### config.mk
export PLATFORM = sky130hd
export DESIGN_NAME = in_order_completion_task_queue
export DESIGN_NICKNAME = d
export VERILOG_FILES = /design/src/hw/rtl/iocq_pkg.sv /design/src/hw/rtl/iocq_ram.sv /design/src/hw/rtl/iocq_ctrl.sv /design/src/hw/rtl/in_order_completion_task_queue.sv
export SDC_FILE = /design/constraint.sdc
export NUM_CORES = 2
export LEC_CHECK = 0
export BUFFER_PORTS_ARGS = -buffer_cell sky130_fd_sc_hd__buf_4
export CORE_MARGIN = 2
export CORE_UTILIZATION = 62
export CTS_CLUSTER_SIZE = 28
export DETAILED_ROUTE_END_ITERATION = 16
export GPL_TIMING_DRIVEN = 0
export PLACE_DENSITY = 0.8
export SLEW_MARGIN = 15
export SYNTH_ARGS = -nofsm -noshare
export SYNTH_HDL_FRONTEND = slang
export SYNTH_SLANG_ARGS = --single-unit
export TNS_END_PERCENT = 30
### constraint.sdc
create_clock -name clk -period 10.4 [get_ports clk]
set_input_delay 2.08 -clock clk [delete_from_list [all_inputs] [get_ports clk]]
set_output_delay 2.08 -clock clk [all_outputs]
set_load 0.01 [all_outputs]
### src/hw/rtl/iocq_pkg.sv
// shared types, codes and sizes for the in-order completion task queue
package iocq_pkg;

    // field widths of one command and one response
    localparam int FUNC_BITS   = 3;
    localparam int ADDR_BITS   = 32;
    localparam int LEN_BITS    = 20;
    localparam int TAG_BITS    = 4;
    localparam int RESULT_BITS = 32;
    localparam int STATUS_BITS = 3;
    localparam int CFG_BITS    = 5;

    // ring depth default and the ring size after reset is capped here
    localparam int SLOTS_DEFAULT  = 16;
    localparam int RING_RESET_MAX = 16;

    // command codes
    localparam logic [FUNC_BITS-1:0] FUNC_PUSH_TASK  = 3'd0;
    localparam logic [FUNC_BITS-1:0] FUNC_PUSH_TERM  = 3'd1;
    localparam logic [FUNC_BITS-1:0] FUNC_CLAIM_TASK = 3'd2;
    localparam logic [FUNC_BITS-1:0] FUNC_POST_RES   = 3'd3;
    localparam logic [FUNC_BITS-1:0] FUNC_CLAIM_RES  = 3'd4;

    // status codes
    localparam logic [STATUS_BITS-1:0] ST_OK        = 3'd0;
    localparam logic [STATUS_BITS-1:0] ST_FULL      = 3'd1;
    localparam logic [STATUS_BITS-1:0] ST_NO_TASK   = 3'd2;
    localparam logic [STATUS_BITS-1:0] ST_NOT_READY = 3'd3;
    localparam logic [STATUS_BITS-1:0] ST_BAD_SLOT  = 3'd4;

    // one command transfer
    typedef struct packed {
        logic [FUNC_BITS-1:0]   func;
        logic [ADDR_BITS-1:0]   task_addr;
        logic [LEN_BITS-1:0]    task_len;
        logic [TAG_BITS-1:0]    slot;
        logic [RESULT_BITS-1:0] post_word;
    } cmd_t;

    // one response transfer
    typedef struct packed {
        logic [STATUS_BITS-1:0] status;
        logic [TAG_BITS-1:0]    out_slot;
        logic [ADDR_BITS-1:0]   out_task_addr;
        logic [LEN_BITS-1:0]    out_task_len;
        logic                   is_termination;
        logic [RESULT_BITS-1:0] out_result_data;
        logic                   queue_empty;
    } rsp_t;

    // memory strobes from the ring control
    typedef struct packed {
        logic task_we;
        logic task_re;
        logic res_we;
        logic res_re;
    } mem_ctl_t;

    // registered response control, data comes from the memories
    typedef struct packed {
        logic                   done;
        logic [STATUS_BITS-1:0] status;
        logic [TAG_BITS-1:0]    slot;
        logic                   term;
        logic                   sel_task;
        logic                   sel_res;
        logic                   empty;
    } rsp_ctl_t;

endpackage

### src/hw/rtl/iocq_ram.sv
// simple dual-port memory with one write port and one registered read port
module iocq_ram #(
    parameter int WIDTH = iocq_pkg::RESULT_BITS,
    parameter int DEPTH = iocq_pkg::SLOTS_DEFAULT
) (
    input  logic                     clk,
    input  logic                     we,
    input  logic [$clog2(DEPTH)-1:0] waddr,
    input  logic [WIDTH-1:0]         wdata,
    input  logic                     re,
    input  logic [$clog2(DEPTH)-1:0] raddr,
    output logic [WIDTH-1:0]         rdata
);

    logic [WIDTH-1:0] mem [DEPTH];
    logic [WIDTH-1:0] rdata_reg;

    // write and registered read
    always_ff @(posedge clk)
    begin
        if (we)
        begin
            mem[waddr] <= wdata;
        end
        if (re)
        begin
            rdata_reg <= mem[raddr];
        end
    end

    assign rdata = rdata_reg;

endmodule

### src/hw/rtl/iocq_ctrl.sv
// ring pointers, occupancy counts, slot marks and per-command decisions
module iocq_ctrl #(
    parameter int SLOTS = iocq_pkg::SLOTS_DEFAULT
) (
    input  logic                          clk,
    input  logic                          rst_n,
    input  logic                          accept,
    input  iocq_pkg::cmd_t                cmd,
    input  logic                          cfg_we,
    input  logic [iocq_pkg::CFG_BITS-1:0] cfg_wdata,
    output iocq_pkg::mem_ctl_t            mem_ctl,
    output logic [$clog2(SLOTS)-1:0]      task_waddr,
    output logic [$clog2(SLOTS)-1:0]      task_raddr,
    output logic [$clog2(SLOTS)-1:0]      res_waddr,
    output logic [$clog2(SLOTS)-1:0]      res_raddr,
    output iocq_pkg::rsp_ctl_t            rsp_ctl
);

    localparam int PW = $clog2(SLOTS);
    localparam int CW = $clog2(SLOTS + 1);
    localparam int RESET_RING =
        (SLOTS < iocq_pkg::RING_RESET_MAX) ? SLOTS : iocq_pkg::RING_RESET_MAX;

    logic [CW-1:0]    ring_reg, ring_next;
    logic [PW-1:0]    app_reg, app_next;
    logic [PW-1:0]    disp_reg, disp_next;
    logic [PW-1:0]    ret_reg, ret_next;
    logic [CW-1:0]    occ_reg, occ_next;
    logic [CW-1:0]    pend_reg, pend_next;
    logic [SLOTS-1:0] term_reg, term_next;
    logic [SLOTS-1:0] comp_reg, comp_next;
    iocq_pkg::rsp_ctl_t rsp_reg, rsp_next;

    logic [31:0] n32;
    logic [31:0] s32;
    logic [31:0] r32;
    logic [31:0] dist32;
    logic [31:0] claimed32;
    logic [31:0] cfg32;
    logic [PW-1:0] sidx;
    logic [CW-1:0] claimed;

    // next pointer value with wrap at the ring size
    function automatic logic [PW-1:0] advance(input logic [PW-1:0] p, input logic [31:0] n);
        logic [31:0] inc;
        begin
            inc = 32'(p) + 32'd1;
            advance = (inc >= n) ? '0 : inc[PW-1:0];
        end
    endfunction

    // slot tag and pointer to response tag width
    function automatic logic [iocq_pkg::TAG_BITS-1:0] to_tag(input logic [PW-1:0] p);
        logic [31:0] w;
        begin
            w = 32'(p);
            to_tag = w[iocq_pkg::TAG_BITS-1:0];
        end
    endfunction

    assign n32       = 32'(ring_reg);
    assign s32       = 32'(cmd.slot);
    assign r32       = 32'(ret_reg);
    assign sidx      = s32[PW-1:0];
    assign claimed   = occ_reg - pend_reg;
    assign claimed32 = 32'(claimed);
    assign dist32    = (s32 >= r32) ? (s32 - r32) : (s32 + n32 - r32);
    assign cfg32     = 32'(cfg_wdata);

    // memory addresses follow the pointers and the posted tag
    assign task_waddr = app_reg;
    assign task_raddr = disp_reg;
    assign res_waddr  = sidx;
    assign res_raddr  = ret_reg;

    // command decode and state update
    always_comb
    begin
        ring_next = ring_reg;
        app_next  = app_reg;
        disp_next = disp_reg;
        ret_next  = ret_reg;
        occ_next  = occ_reg;
        pend_next = pend_reg;
        term_next = term_reg;
        comp_next = comp_reg;
        mem_ctl   = '0;
        rsp_next  = '0;

        if (cfg_we)
        begin
            // new ring size empties the ring
            if (cfg32 == 32'd0)
            begin
                ring_next = CW'(1);
            end
            else if (cfg32 > 32'(SLOTS))
            begin
                ring_next = CW'(SLOTS);
            end
            else
            begin
                ring_next = cfg32[CW-1:0];
            end
            app_next  = '0;
            disp_next = '0;
            ret_next  = '0;
            occ_next  = '0;
            pend_next = '0;
            term_next = '0;
            comp_next = '0;
        end
        else if (accept)
        begin
            rsp_next.done = 1'b1;
            case (cmd.func)
                iocq_pkg::FUNC_PUSH_TASK, iocq_pkg::FUNC_PUSH_TERM:
                begin
                    if (32'(occ_reg) >= n32)
                    begin
                        rsp_next.status = iocq_pkg::ST_FULL;
                    end
                    else
                    begin
                        mem_ctl.task_we = (cmd.func == iocq_pkg::FUNC_PUSH_TASK);
                        term_next[app_reg] = (cmd.func == iocq_pkg::FUNC_PUSH_TERM);
                        comp_next[app_reg] = (cmd.func == iocq_pkg::FUNC_PUSH_TERM);
                        app_next  = advance(app_reg, n32);
                        occ_next  = occ_reg + CW'(1);
                        pend_next = pend_reg + CW'(1);
                        rsp_next.slot = to_tag(app_reg);
                    end
                end
                iocq_pkg::FUNC_CLAIM_TASK:
                begin
                    if (pend_reg == '0)
                    begin
                        rsp_next.status = iocq_pkg::ST_NO_TASK;
                    end
                    else
                    begin
                        mem_ctl.task_re   = 1'b1;
                        rsp_next.slot     = to_tag(disp_reg);
                        rsp_next.term     = term_reg[disp_reg];
                        rsp_next.sel_task = !term_reg[disp_reg];
                        disp_next = advance(disp_reg, n32);
                        pend_next = pend_reg - CW'(1);
                    end
                end
                iocq_pkg::FUNC_POST_RES:
                begin
                    if (s32 >= n32)
                    begin
                        rsp_next.status = iocq_pkg::ST_BAD_SLOT;
                    end
                    else if (dist32 >= claimed32 || term_reg[sidx])
                    begin
                        rsp_next.status = iocq_pkg::ST_BAD_SLOT;
                    end
                    else
                    begin
                        mem_ctl.res_we  = 1'b1;
                        comp_next[sidx] = 1'b1;
                        rsp_next.slot   = cmd.slot;
                    end
                end
                iocq_pkg::FUNC_CLAIM_RES:
                begin
                    if (claimed == '0 || !comp_reg[ret_reg])
                    begin
                        rsp_next.status = iocq_pkg::ST_NOT_READY;
                    end
                    else
                    begin
                        mem_ctl.res_re   = 1'b1;
                        rsp_next.slot    = to_tag(ret_reg);
                        rsp_next.term    = term_reg[ret_reg];
                        rsp_next.sel_res = !term_reg[ret_reg];
                        term_next[ret_reg] = 1'b0;
                        comp_next[ret_reg] = 1'b0;
                        ret_next = advance(ret_reg, n32);
                        occ_next = occ_reg - CW'(1);
                    end
                end
                default:
                begin
                    rsp_next.status = iocq_pkg::ST_BAD_SLOT;
                end
            endcase
            rsp_next.empty = (occ_next == '0);
        end
    end

    // state registers
    always_ff @(posedge clk or negedge rst_n)
    begin
        if (!rst_n)
        begin
            ring_reg <= CW'(RESET_RING);
            app_reg  <= '0;
            disp_reg <= '0;
            ret_reg  <= '0;
            occ_reg  <= '0;
            pend_reg <= '0;
            term_reg <= '0;
            comp_reg <= '0;
            rsp_reg  <= '0;
        end
        else
        begin
            ring_reg <= ring_next;
            app_reg  <= app_next;
            disp_reg <= disp_next;
            ret_reg  <= ret_next;
            occ_reg  <= occ_next;
            pend_reg <= pend_next;
            term_reg <= term_next;
            comp_reg <= comp_next;
            rsp_reg  <= rsp_next;
        end
    end

    assign rsp_ctl = rsp_reg;

endmodule

### src/hw/rtl/in_order_completion_task_queue.sv
// in-order completion task queue: one response per command, except when a ring size write takes its cycle
// the response strobe (done) is registered and comes in the cycle after a command transfer
// throughput: one command per cycle; busy stays low, the receiver cannot stall
// each command passes the control logic once and uses at most one task or result memory port
// reset: pointers, counts and slot marks clear at once, ring size returns to SLOTS capped at 16
// task and result memories are not cleared; a ring size write empties the ring
module in_order_completion_task_queue #(
    parameter int SLOTS = iocq_pkg::SLOTS_DEFAULT
) (
    input  logic                          clk,
    input  logic                          rst_n,
    input  logic                          start,
    input  iocq_pkg::cmd_t                cmd,
    output logic                          busy,
    output logic                          done,
    output iocq_pkg::rsp_t                rsp,
    input  logic                          cfg_we,
    input  logic [iocq_pkg::CFG_BITS-1:0] cfg_wdata
);

    localparam int PW = $clog2(SLOTS);
    localparam int TW = iocq_pkg::ADDR_BITS + iocq_pkg::LEN_BITS;

    iocq_pkg::mem_ctl_t mem_ctl;
    iocq_pkg::rsp_ctl_t rsp_ctl;
    logic [PW-1:0]      task_waddr;
    logic [PW-1:0]      task_raddr;
    logic [PW-1:0]      res_waddr;
    logic [PW-1:0]      res_raddr;
    logic [TW-1:0]      task_rdata;
    logic [iocq_pkg::RESULT_BITS-1:0] res_rdata;
    logic               accept;

    // commands are taken every cycle
    assign busy   = 1'b0;
    assign accept = start && !busy;

    // ring control
    iocq_ctrl #(
        .SLOTS (SLOTS)
    ) u_ctrl (
        .clk        (clk),
        .rst_n      (rst_n),
        .accept     (accept),
        .cmd        (cmd),
        .cfg_we     (cfg_we),
        .cfg_wdata  (cfg_wdata),
        .mem_ctl    (mem_ctl),
        .task_waddr (task_waddr),
        .task_raddr (task_raddr),
        .res_waddr  (res_waddr),
        .res_raddr  (res_raddr),
        .rsp_ctl    (rsp_ctl)
    );

    // task address and length store
    iocq_ram #(
        .WIDTH (TW),
        .DEPTH (SLOTS)
    ) u_task_ram (
        .clk   (clk),
        .we    (mem_ctl.task_we),
        .waddr (task_waddr),
        .wdata ({cmd.task_addr, cmd.task_len}),
        .re    (mem_ctl.task_re),
        .raddr (task_raddr),
        .rdata (task_rdata)
    );

    // result word store
    iocq_ram #(
        .WIDTH (iocq_pkg::RESULT_BITS),
        .DEPTH (SLOTS)
    ) u_res_ram (
        .clk   (clk),
        .we    (mem_ctl.res_we),
        .waddr (res_waddr),
        .wdata (cmd.post_word),
        .re    (mem_ctl.res_re),
        .raddr (res_raddr),
        .rdata (res_rdata)
    );

    // response assembly, data fields zero unless selected
    always_comb
    begin
        done                = rsp_ctl.done;
        rsp.status          = rsp_ctl.status;
        rsp.out_slot        = rsp_ctl.slot;
        rsp.is_termination  = rsp_ctl.term;
        rsp.queue_empty     = rsp_ctl.empty;
        rsp.out_task_addr   = rsp_ctl.sel_task ? task_rdata[TW-1:iocq_pkg::LEN_BITS] : '0;
        rsp.out_task_len    = rsp_ctl.sel_task ? task_rdata[iocq_pkg::LEN_BITS-1:0] : '0;
        rsp.out_result_data = rsp_ctl.sel_res ? res_rdata : '0;
    end

endmodule
======== Word level (Yosys, flattened, before mapping) ========
Memory sizes are Yosys's and may differ from the RTL's. A register that Yosys moved wholly into a read port is not among the register bits.
Index checks and enable logic that the tools add are counted.
Widths: inputs -> output; s select.
cells by class
  $add $sub $neg .......................... 11
  bitwise gates (word level) .............. 4
  magnitude comparators ................... 15
  reductions and logical operators ........ 27
  shift-type cells ........................ 0
  divide/modulo/power cells ............... 0
  multipliers ............................. 0
  equal/unequal tests ..................... 12
  multiplexer cells ....................... 94
operators by type and width
  kind                 count
  $mux 16              10
  $ge 32x5->1          4
  $mux 32              3
  $mux 4               20
  $mux 5               13
  $pmux 16 s3          1
  $and 16x16->16       2
  $bwmux 16            2
  $logic_not 32->1     1
  $pmux 16 s2          1
  $sub 32x4->32        1
  $mux 1               24
  $mux 12              2
  $lt 4x5->1 const B   4
  $mux 20              1
  $pmux 5 s2           2
  $bmux 1 s4           4
  $not 16->16          1
  $or 16x16->16        1
  $pmux 4 s4           1
  $add 4x1->5 const B  3
  $logic_not 5->1      3
  $ne 3x3->1 const B   5
  $demux 1 s4          3
  30 further kinds     51
word-level totals
  ROM bits ................................ 0
  latch bits .............................. 0
  register bits after elaboration ......... 71
  RAM bits ................................ 1,344
  output and inout port bits .............. 95
  logic and storage cells ................. 180
  memories ................................ 2
memory list
  memory          words  bits a word  read ports  clocked after memory_dff  write ports  RTL line        RTL
  u_task_ram.mem  16     52           1           1                         1            iocq_ram.sv:15  logic [WIDTH-1:0] mem [DEPTH];
  u_res_ram.mem   16     32           1           1                         1            iocq_ram.sv:15

======== Logic depth before layout (Yosys ltp) ========
  depth in word-level cells ............... 12
  gate-level depth with buffers ........... 20
  gate-level depth less buffers ........... 19

======== By module ========
Synthesis repeated with hierarchy kept, for this count alone.
unflattened totals
  cells, all modules ...................... 3,037
  area, all modules ....................... 60,047.6 sq um
modules (own cells, without submodules)
  module                          times used  area each (sq um)  cells each  sequential area each (sq um)
  iocq_ram at u_task_ram          1           32,737.6           1,344       26,545.5
  iocq_ram at u_res_ram           1           20,156.8           838         16,335.7
  iocq_ctrl                       1           6,511.2            761         1,778.0
  in_order_completion_task_queue  1           641.9              94          0.0

======== Worst setup path after synthesis ========
No wires, ideal clock.
  kind .................................... input to register
  from .................................... input cmd[32] in the netlist's numbering
  to ...................................... memory u_res_ram.mem[10][0] in the netlist's numbering (enable)
  data required time ...................... 9,898 ps
  arrival ................................. 8,364 ps
  path slack .............................. 1,534 ps
  stages on the path ...................... 15
  path through ............................ buf_2 -> inv_1 -> ha_1 -> nor2_1 -> a21oi_1 -> o22ai_1 -> mux2_2 -> ha_1 -> nand2b_1 -> a2111oi_0 -> o2111ai_2 -> a211oi_4 -> nand2_4 -> buf_6 -> nor4_1
between the ends
  word-level cells in the longest chain between the ends .. 12
ends and longest elaborated chain
  element                       RTL line                              RTL
  start, declared               in_order_completion_task_queue.sv:13  input iocq_pkg::cmd_t cmd,
  $add 4x5->6                   iocq_ctrl.sv:67                       assign dist32 = (s32 >= r32) ? (s32 - r32) : (s32 + n32 - r32);
  $sub 32x4->32                 iocq_ctrl.sv:67
  $mux 32                       iocq_ctrl.sv:67
  $ge 32x5->1                   iocq_ctrl.sv:156                      else if (dist32 >= claimed32 || term_reg[sidx])
  $logic_or 1x1->1              iocq_ctrl.sv:156
  $mux 1                        iocq_ctrl.sv:156
  $mux 1                        iocq_ctrl.sv:152                      if (s32 >= n32)
  $mux 1                        iocq_ctrl.sv:116                      case (cmd.func)
  $mux 4                        iocq_ctrl.sv:113                      else if (accept)
  $mux 4                        iocq_ctrl.sv:90                       if (cfg_we)
  $mux 1                        iocq_ram.sv:21                        if (we)
  $mux 1 (not written as such)  iocq_ram.sv:23                        mem[waddr] <= wdata;
  end, declared                 iocq_ram.sv:15
Parallel ways exist; a longest one is shown, timed or not. The select of a mux whose other input is x is not followed.

======== Worst setup path after layout ========
  from .................................... register u_ctrl.ret_reg[1] (netlist: u_ctrl.res_raddr[1])
  to ...................................... memory u_res_ram.mem[10][8] in the netlist's numbering (enable)
between the ends
  word-level cells in the longest chain between the ends .. 11
ends and longest elaborated chain
  element                                RTL line          RTL
  start, declared                        iocq_ctrl.sv:27   logic [PW-1:0] ret_reg, ret_next;
  start signal, assigned                 iocq_ctrl.sv:214  ret_reg <= ret_next;
  $sub 32x4->32 (tied with other cells)  iocq_ctrl.sv:67
  $mux 32 (*)                            iocq_ctrl.sv:67
  $ge 32x5->1 (*)                        iocq_ctrl.sv:156
  $logic_or 1x1->1 (*)                   iocq_ctrl.sv:156
  $mux 1 (*)                             iocq_ctrl.sv:156
  $mux 1 (*)                             iocq_ctrl.sv:152
  $mux 1 (*)                             iocq_ctrl.sv:116
  $mux 4 (*)                             iocq_ctrl.sv:113
  $mux 4 (*)                             iocq_ctrl.sv:90
  $mux 1 (*)                             iocq_ram.sv:21
  $mux 1 (not written as such) (*)       iocq_ram.sv:23
Mark *: on every way between the ends. The rest lies on a longest branch, timed or not.

==> results.md <==
| Quantity | This run | Unit |
| --- | --- | --- |
| Peak per-stage delay on the critical path | 700 | ps |
| Cell area after synthesis | 0.06017 | mm2 |
| Number of hold buffers added after cts | 0 | - |
| Register bit count reported by yosys | 1499 | - |
| Data required time of the worst path | 10860 | ps |
| Sequential Power Share | 54.3 | % |
| Total of warnings raised by yosys | 0 | - |
| Leading cell type in the layout, fill and taps excluded | sky130_fd_sc_hd__edfxtp_1 | - |
| Post-synthesis area per instance | 21.05 | um2 |
| Global-route wire length before repair | 245000 | um |
| Number of nets produced by synthesis | 3024 | - |
| Worst setup startpoint | u_ctrl.res_raddr[1] | - |
| Ports placed on the boundary | 195 | - |
| Maximum resistive drop on vdd | 0.1715 | mV |
| R2R Path End | u_res_ram.mem[10][8] | - |
| Overflow left after global routing | 0 | - |
| Reg2reg setup slack | 1520 | ps |
| Element type at the critical path end | flip-flop | - |
| FFs w/ async S/R, synth | 4.736 | % |
| Data arrival time of the critical path | 9340 | ps |
| Final #Nets | 3512 | - |
| Filler cell count in the final layout | 5239 | - |
| Library cell with the largest summed area after synthesis | sky130_fd_sc_hd__edfxtp_1 | - |
| Comb pwr share | 3.7 | % |
| Run status | finished, final reports clean | - |
| Endpoints failing hold | 0 | - |
| Slowest CP cell | sky130_fd_sc_hd__nor4_2 | - |
| Final sum of negative setup slack | 0 | ps |
| Clock period minus worst slack | 8879 | ps |
| Design internal power | 9.595 | mW |
| Switching share of power | 21.41 | % |
| Synth top area cells | sky130_fd_sc_hd__edfxtp_1 (71%), sky130_fd_sc_hd__mux4_2 (16%), sky130_fd_sc_hd__dfrtp_1 (2.9%) | - |
| Remaining antenna violation count after routing | 0 | - |
| DIE AREA | 0.09956 | mm2 |
| Post-synthesis sequential area ratio | 74.22 | % |
| Worst path buffer plus inverter count | 10 | - |
| Multi-input gate area | 0.01486 | mm2 |
| Antenna violations before repair | 16 | - |
| Area overhead of the layout relative to synthesis | 16.03 | % |
| Worst setup path end | u_res_ram.mem[10][8] | - |
| DR vias | 33800 | - |
| First-pass DRT Iterations | 14 | - |
| Worst clock skew | 30.33 | ps |
| Number of library cell types mapped by synthesis | 75 | - |
| Crit-path leading delay family | buffers and inverters | - |
| Max FFs per register | 832 | - |
| Largest net degree at the start of global routing | 72 | - |
| Drt via density | 7.120 | - |
| CP most frequent cell | sky130_fd_sc_hd__buf_2 | - |
| Vertical die dimension | 315.5 | um |
| Hold slack final | 576.7 | ps |
| Number of DRC violations after detailed-routing iteration 0 | 5627 | - |
| Proportion of netlist area held by the largest area contributor | 71.27 | % |
| Critical path depth in cells | 22 | - |
| Final setup violation count | 0 | - |
| Clock power frac | 41.9 | % |
| Clk root buf | sky130_fd_sc_hd__clkbuf_16 | - |
| Sinks on the clock net | 1499 | - |
| Dominant register cell in the synthesized netlist | sky130_fd_sc_hd__edfxtp_1 | - |
| Inserted Clock Buffers | 145 | - |
| Setup repair after global routing missed its margin | false | - |
| Pwr Total | 12.21 | mW |
| Post-cts gate resize count | 0 | - |
| Number of flops mapped to enable cells by yosys | 1428 | - |
| Wirelength, routed | 172500 | um |
| Crit path cell chain | buf_2 > buf_1 > clkbuf_1 > clkbuf_1 > inv_1 > ha_1 > o21ai_0 > a21oi_1 > o22ai_1 > mux2_2 > ha_1 > nand2b_1 > a2111oi_0 > o2111ai_2 > a211oi_4 > nand2_4 > buf_6 > nor4_2 > buf_2 > buf_2 > buf_4 > buf_4 | - |
| Number of buffers added on ports | 191 | - |
| Initial Utilization | 62.40 | % |
| Detailed placement HPWL | 105200 | um |
| Maximum level of the CTS H-tree | 4 | - |
| Gate count of the mapped netlist | 2859 | - |
| Insertion delay of the later-clocked pin in the worst-skew pair | 780 | ps |
| Cell Pwr Density | 174.9 | mW/mm2 |
| Core ar. | 0.09642 | mm2 |
| Buffer levels on the longest clock path | 3 | - |
| Power spent charging and discharging nets | 2.614 | mW |
| Crit Path Class | reg -> reg | - |
| Die extent in x | 315.5 | um |
| Static power due to leakage | 22.57 | nW |
| Buffers inserted by post-CTS timing repair | 0 | - |
| Proportion of layout cells with a drive suffix above 1 | 30.98 | % |
| Residual DRC count | 0 | - |
| Maximum fanout along the worst path | 10 | - |
| GR Util All Layers | 35.25 | % |
| Ratio of final minimum period to clock period | 85.38 | % |
| Final weighted congestion of routability-driven global placement | 0.9226 | - |
| Hold Path Class | reg -> reg | - |
| Crit path launch type | flip-flop | - |
| Count of cells along the worst register-to-register path | 22 | - |
| Commonest cells after routing, fill and taps aside | sky130_fd_sc_hd__edfxtp_1 (1428), sky130_fd_sc_hd__mux4_2 (434), sky130_fd_sc_hd__buf_4 (253) | - |
| Worst slew pin tran | 1195 | ps |
| Max-slew violation count | 0 | - |
| Relative slew margins | 20.32 | % |
| Startpoint of the worst register-to-register path | u_ctrl.res_raddr[1] | - |
| Highest attainable clock frequency | 0.1126 | GHz |
| WL per Instance | 36.33 | um |
| Total area of sequential cells | 0.04466 | mm2 |
| Number of global-route vias before repair | 34100 | - |
| Clock tree from TritonCTS | done | - |
| Rows | 114 | - |
| Reg clk slew, reported paths | 60 | ps |
| Max capacitance violation total | 0 | - |
[stage by stage]
step / std cells / utilization (%) / setup WS, ps / cell area, um2
after global placement: 4326 / 65.55 / -3199 / 63200
final: 4747 / 72.40 / 1521 / 69810
after CTS: 4735 / 72.34 / 1806 / 69750
after floorplan: 2859 / - / 1534 / 60170
after detailed placement: 4475 / 67.70 / 1909 / 65280
after global routing: 4743 / 72.39 / 1330 / 69800
[worst min path at each step]
stage                       start                  to  slack, ps  cells past startpoint
5_1_grt        u_ctrl.comp_reg[3]  u_ctrl.comp_reg[3]        590                      2
2_1_floorplan  u_ctrl.term_reg[3]  u_ctrl.term_reg[3]        510                      1
3_3_place_gp   u_ctrl.comp_reg[3]  u_ctrl.comp_reg[3]        560                      2
6_report       u_ctrl.comp_reg[3]  u_ctrl.comp_reg[3]        580                      2
3_5_place_dp   u_ctrl.comp_reg[3]  u_ctrl.comp_reg[3]        560                      2
4_1_cts        u_ctrl.comp_reg[3]  u_ctrl.comp_reg[3]        580                      2
[logic make-up after synthesis]
kind of cell	count (synthesis)	synth area share (%)
DFF	1499	74.22
muxes	444	16.50
and+or+nand+nor	342	2.963
AOI/OAI and AO/OA	272	3.105
buffers and inverters	213	1.451
adders and majority gates	65	1.414
xor gates and xnor gates	23	0.3348
other	1	0.006232
[power by group through the flow]
stage | Combinational, mW | Clock (mW) | Sequential (mW)
after floorplan | 0.235 | 0 | 6.76
after global placement | 0.407 | 0 | 6.76
after detailed placement | 0.435 | 0 | 6.76
after CTS | 0.445 | 5.14 | 6.63
after global routing | 0.488 | 5.34 | 6.63
final | 0.455 | 5.12 | 6.64
[per-layer routing]
layer / up-vias / wire length, um / track usage [%]
met2: 2841 / 87690 / 58.42
met4: 16 / 7266 / 14.74
met3: 500 / 18820 / 7.464
li1: 12940 / - / -
met1: 17500 / 58570 / 46.20
met5: - / 121 / 0
[tightest hold or removal path: cells and delay by family, from the launching register on]
kind            cells  cell delay (ps)
compound gates      2              160
flops               1              380
[area by class of cell]
type                       count  share of cell area, %
sequential                  1499                  63.97
multi-input combinational   1147                  21.29
clock buffer                 185                  5.427
timing repair buffer         341                  4.719
tap                         1276                  2.287
buffer                       172                  1.063
clock inverter                75                 0.9875
inverter                      41                 0.2240
antenna                       11                0.03943
[synth_stat cells (all sizes together) (15+ instances only)]
| cell | n |
|---|---|
| a21oi | 62 |
| a31oi | 16 |
| and2 | 96 |
| buf | 72 |
| clkbuf | 100 |
| dfrtp | 70 |
| edfxtp | 1428 |
| ha | 60 |
| inv | 40 |
| mux4 | 437 |
| nand2 | 62 |
| nand3 | 25 |
| nor2 | 76 |
| nor2b | 15 |
| nor4 | 15 |
| o21ai | 60 |
| o22ai | 15 |
(Power assumes the default switching activity.)
